==> src/rtl/imusvd_pkg.sv <==
// Shared types, constants and helper functions for the IMU stationary detector.
// No dependencies; every other file of the block refers to this package.
package imusvd_pkg;

    localparam int WINDOW_DEFAULT = 20;
    localparam int AXES           = 6;
    localparam int SAMPLE_W       = 16;
    localparam int SQ1_W          = 2 * SAMPLE_W - 1;
    localparam int LIMIT_W        = 31;
    localparam int CFG_IDX_W      = 1;

    localparam logic [LIMIT_W-1:0] ACCEL_LIMIT_RST = 31'd200;
    localparam logic [LIMIT_W-1:0] GYRO_LIMIT_RST  = 31'd30;

    typedef enum logic [CFG_IDX_W-1:0] {
        REG_ACCEL_LIMIT = 1'b0,
        REG_GYRO_LIMIT  = 1'b1
    } t_cfg_reg;

    typedef struct packed {
        logic signed [SAMPLE_W-1:0] accel_x;
        logic signed [SAMPLE_W-1:0] accel_y;
        logic signed [SAMPLE_W-1:0] accel_z;
        logic signed [SAMPLE_W-1:0] gyro_x;
        logic signed [SAMPLE_W-1:0] gyro_y;
        logic signed [SAMPLE_W-1:0] gyro_z;
    } t_sample;

    typedef struct packed {
        logic stationary;
        logic window_full;
    } t_result;

    typedef struct packed {
        t_cfg_reg             index;
        logic [LIMIT_W-1:0]   value;
    } t_cfg_word;

    // Travels with a word through the pipeline.
    typedef struct packed {
        logic drop_old;
        logic window_full;
    } t_tag;

    typedef logic signed [SAMPLE_W-1:0] t_axes [AXES];

    function automatic t_axes to_axes(input t_sample s);
        t_axes a;
        a[0] = s.accel_x;
        a[1] = s.accel_y;
        a[2] = s.accel_z;
        a[3] = s.gyro_x;
        a[4] = s.gyro_y;
        a[5] = s.gyro_z;
        return a;
    endfunction

    function automatic logic [SQ1_W-1:0] square16(input logic signed [SAMPLE_W-1:0] v);
        logic signed [2*SAMPLE_W-1:0] p;
        p = v * v;
        return p[SQ1_W-1:0];
    endfunction

endpackage

==> src/rtl/imusvd_cell.sv <==
// One cell of the sample window chain: holds one sample and passes it on.
// Depends on imusvd_pkg.
module imusvd_cell (
    input  logic                i_clk,
    input  logic                i_shift,
    input  imusvd_pkg::t_sample i_data,
    output imusvd_pkg::t_sample o_data
);

    imusvd_pkg::t_sample r_data;

    always_ff @(posedge i_clk) begin
        if (i_shift) begin
            r_data <= i_data;
        end
    end

    assign o_data = r_data;

endmodule

==> config.mk <==
export PLATFORM = sky130hd
export DESIGN_NAME = imusvd_cell
export DESIGN_NICKNAME = d
export VERILOG_FILES = /design/src/rtl/imusvd_pkg.sv /design/src/rtl/imusvd_cell.sv
export SDC_FILE = /design/constraint.sdc
export NUM_CORES = 1
export LEC_CHECK = 0
export ABC_CLOCK_PERIOD_IN_PS = 900
export BUFFER_PORTS_ARGS = -buffer_cell sky130_fd_sc_hd__clkbuf_2
export CAP_MARGIN = 20
export CORE_MARGIN = 8
export CORE_UTILIZATION = 30
export CTS_CLUSTER_SIZE = 12
export DETAILED_ROUTE_END_ITERATION = 10
export PLACE_DENSITY_LB_ADDON = 0.2
export SETUP_SLACK_MARGIN = 0.05
export SLEW_MARGIN = 20
export SYNTH_ARGS = -nofsm -noshare
export SYNTH_HDL_FRONTEND = slang
export SYNTH_SLANG_ARGS = --single-unit
==> constraint.sdc <==
create_clock -name i_clk -period 0.9 [get_ports i_clk]
set_input_delay 0.09 -clock i_clk [delete_from_list [all_inputs] [get_ports i_clk]]
set_output_delay 0.09 -clock i_clk [all_outputs]
set_load 0.005 [all_outputs]
# Yosys cells after proc, flatten, opt, wreduce, memory -nomap -nowiden
# Cells that the tools add are included.
# word_totals
reg_bits	96
in_bits	98
out_inout_bits	96
word_cells	6

# Longest topological paths before layout
# depth
word_depth	0
mapped_depth	0
ltp_nobuf	0

# Least setup slack after synthesis
# No wires, ideal clock.
# synth_timing
path_kind	register -> output
startpoint	register r_data (netlist bit o_data[0])
endpoint	output o_data[0] (netlist name)
arrival_time_ns	0.355
t_required_ns	0.810
setup_slack_ns	0.455
path_stages_with_launch	1
path_buffers	0
cell_sequence	edfxtp_1
# synth_lines
item	line_no	rtl
from (decl)	imusvd_cell.sv:10	imusvd_pkg::t_sample r_data;
from (signal assigned)	imusvd_cell.sv:14	r_data <= i_data;
to (decl)	imusvd_cell.sv:7	output imusvd_pkg::t_sample o_data
# No word-level cell between the ends.

# Worst setup path after layout
# layout_timing
startpoint	register r_data (netlist bit o_data[72])
endpoint	output o_data[72] (netlist name)
# No word-level cell between the ends.

==> results.py <==
metrics = {
    "timing": {
        "period_share": 1.080,
        "slew_headroom": 0.8592,
        "rsz0062_at_grt": "true",
        "hold_viol": 0,
        "max_freq_mhz": 1029,
        "holdWs_ns": 0.02971,
        "setup_viol": 96,
        "postLayoutSetupSlackWorst_ns": -0.07198,
        "worst_pin_slew_ns": 0.2112,
        "min_period_ns": 0.9720,
        "final_max_slew_viol_count": 0,
    },
    "power_and_ir_drop": {
        "peakVddDrop_v": 0.0007794,
        "p_leak_nw": 2.249,
        "powerDensity_nw_per_um2": 1706,
    },
    "cells_and_area": {
        "drive_gt1_frac": 0.5210,
        "nMultiInputCombCells": 0,
        "final_util": 0.5594,
        "area_delta_synth_final_pct": 80.16,
        "multi_input_area_um2": 0,
        "largest_reg_flops": 96,
        "nets": 498,
        "antenna_cells": 0,
    },
    "setup_path": {
        "cp_slowest_cell": "edfxtp_1",
        "end_kind": "output port",
        "cp.buffers_inverters": 1,
        "cp_max_fo": 1,
        "required_ns": 0.81,
        "path_cells": "buf_2",
        "cp-start-kind": "flop",
        "slowest_delay_ns": 0.39,
        "cpLargestDelayFamily": "flip-flops",
        "worstSetupPathType": "flop to output port",
        "cp_data_arrival_time_ns": 0.88,
    },
    "global_routing": {
        "grt_max_degree": 40,
        "track_usage": 0.1300,
        "grt_pass1_wl_mm": 12.69,
        "overflow": 0,
        "antenna_found_initial": 0,
        "grt_pass1_vias": 2450,
    },
    "run_status": {
        "violations": "negative setup slack",
        "outcome": "finished with violations",
    },
    "synth": {
        "seq_area_frac_synth": 1.000,
        "synth_area_um2": 2883,
        "syn_inst": 96,
        "synth_area_per_cell_um2": 30.03,
        "yosys_warnings": 0,
        "ys_ff_latch": 96,
        "synthesis.nets": 194,
        "ys_types": 1,
    },
    "route": {
        "routed-via-count": 2086,
        "drc": 0,
        "wire_per_inst_um": 15.79,
        "drt-total-wl_mm": 8.434,
        "ant_nets": 0,
        "via_per_inst": 3.906,
        "firstDrtPassIters": 4,
        "drtIter0Drc": 96,
    },
    "floorplan": {
        "die_x_um": 114.0,
        "initial_core_util": 0.3105,
        "core-area_um2": 9284,
        "io_pins": 194,
        "row_count": 35,
        "dieArea_um2": 13000,
        "die_y_um": 114.0,
    },
    "clock_network": {
        "clockRootBuffer": "clkbuf_8",
        "cts_sinks": 96,
        "cts_tree": "built",
        "clock_path_buffers": 2,
        "cts_max_level": 3,
        "cts_buffers": 9,
        "path_clk_slew_ns": 0.09,
    },
    "flow_run": {
        "max_cap_violations": 0,
    },
    "placed_design": {
        "portBuffers": 193,
        "gp_congestion": 0.7516,
        "place_ws_ns": 0.08590,
    },
    "worst_hold_path": {
        "min_path_type": "input pin to flop",
    },
}
per-layer routing:
layer | wire length (µm) | GRT usage | vias to the layer above
li1 | - | - | 997
met1 | 2933 | 0.1236 | 950
met2 | 4265 | 0.2259 | 126
met3 | 1085 | 0.07026 | 13
met4 | 149 | 0.05945 | 0
met5 | 0 | 0 | -
metrics by stage:
| step | power, mW | TNS (ns) | cells | instance area, µm² |
|---|---|---|---|---|
| 2_1_floorplan | 5.551 | 0 | 96 | 2883 |
| 3_3_place_gp | 6.236 | 0 | 422 | 4068 |
| 6_report | 8.859 | -2.944 | 534 | 5194 |
| 5_1_grt | 9.255 | -8.345 | 534 | 5194 |
| 3_5_place_dp | 6.253 | 0 | 422 | 4068 |
| 4_1_cts | 9.001 | -5.917 | 534 | 5194 |
area by class of cell:
cell class	instances	area, µm²
Clock inverter	5	33.78
Fill cell	755	4090
Clock buffer	11	131.4
Sequential cell	96	2883
Tap cell	129	161.4
Timing Repair Buffer	293	1984
path summary, 6_finish.rpt:
check                  start    endpoint  slack [ns]  depth (start not counted)
hold / removal       i_shift  o_data[47]        0.03                          1
setup / recovery  o_data[72]  o_data[72]       -0.07                          1
kinds of logic after synthesis:
logic type	Yosys count	synth area share
flops	96	1.000
where the power goes:
part / total, mW / internal, mW / switching [mW]
logic: 1.07 / 0.653 / 0.416
registers: 5.40 / 5.31 / 0.0918
clock network: 2.39 / 1.00 / 1.39
total: 8.86 / 6.96 / 1.90
placed cells by master (no fill, tap or decap):
cell | netlist | layout
clkbuf_1 | 0 | 2
edfxtp_1 | 96 | 96
buf_2 | 0 | 8
buf_12 | 0 | 2
clkbuf_2 | 0 | 184
clkinvlp_4 | 0 | 2
dlygate4sd3_1 | 0 | 96
buf_4 | 0 | 3
clkinv_2 | 0 | 2
clkinv_4 | 0 | 1
clkbuf_8 | 0 | 9
repair_timing:
action	in CTS	in global routing
endpoints found under the setup margin	96	96
hold buffers	96	0
buffers inserted	0	0
resized for setup	0	8
hold endpoints to repair	96	0
cells in the mapped netlist (all sizes together):
master,n,area [µm²]
edfxtp,96,2883
(Power assumes the default switching activity.)
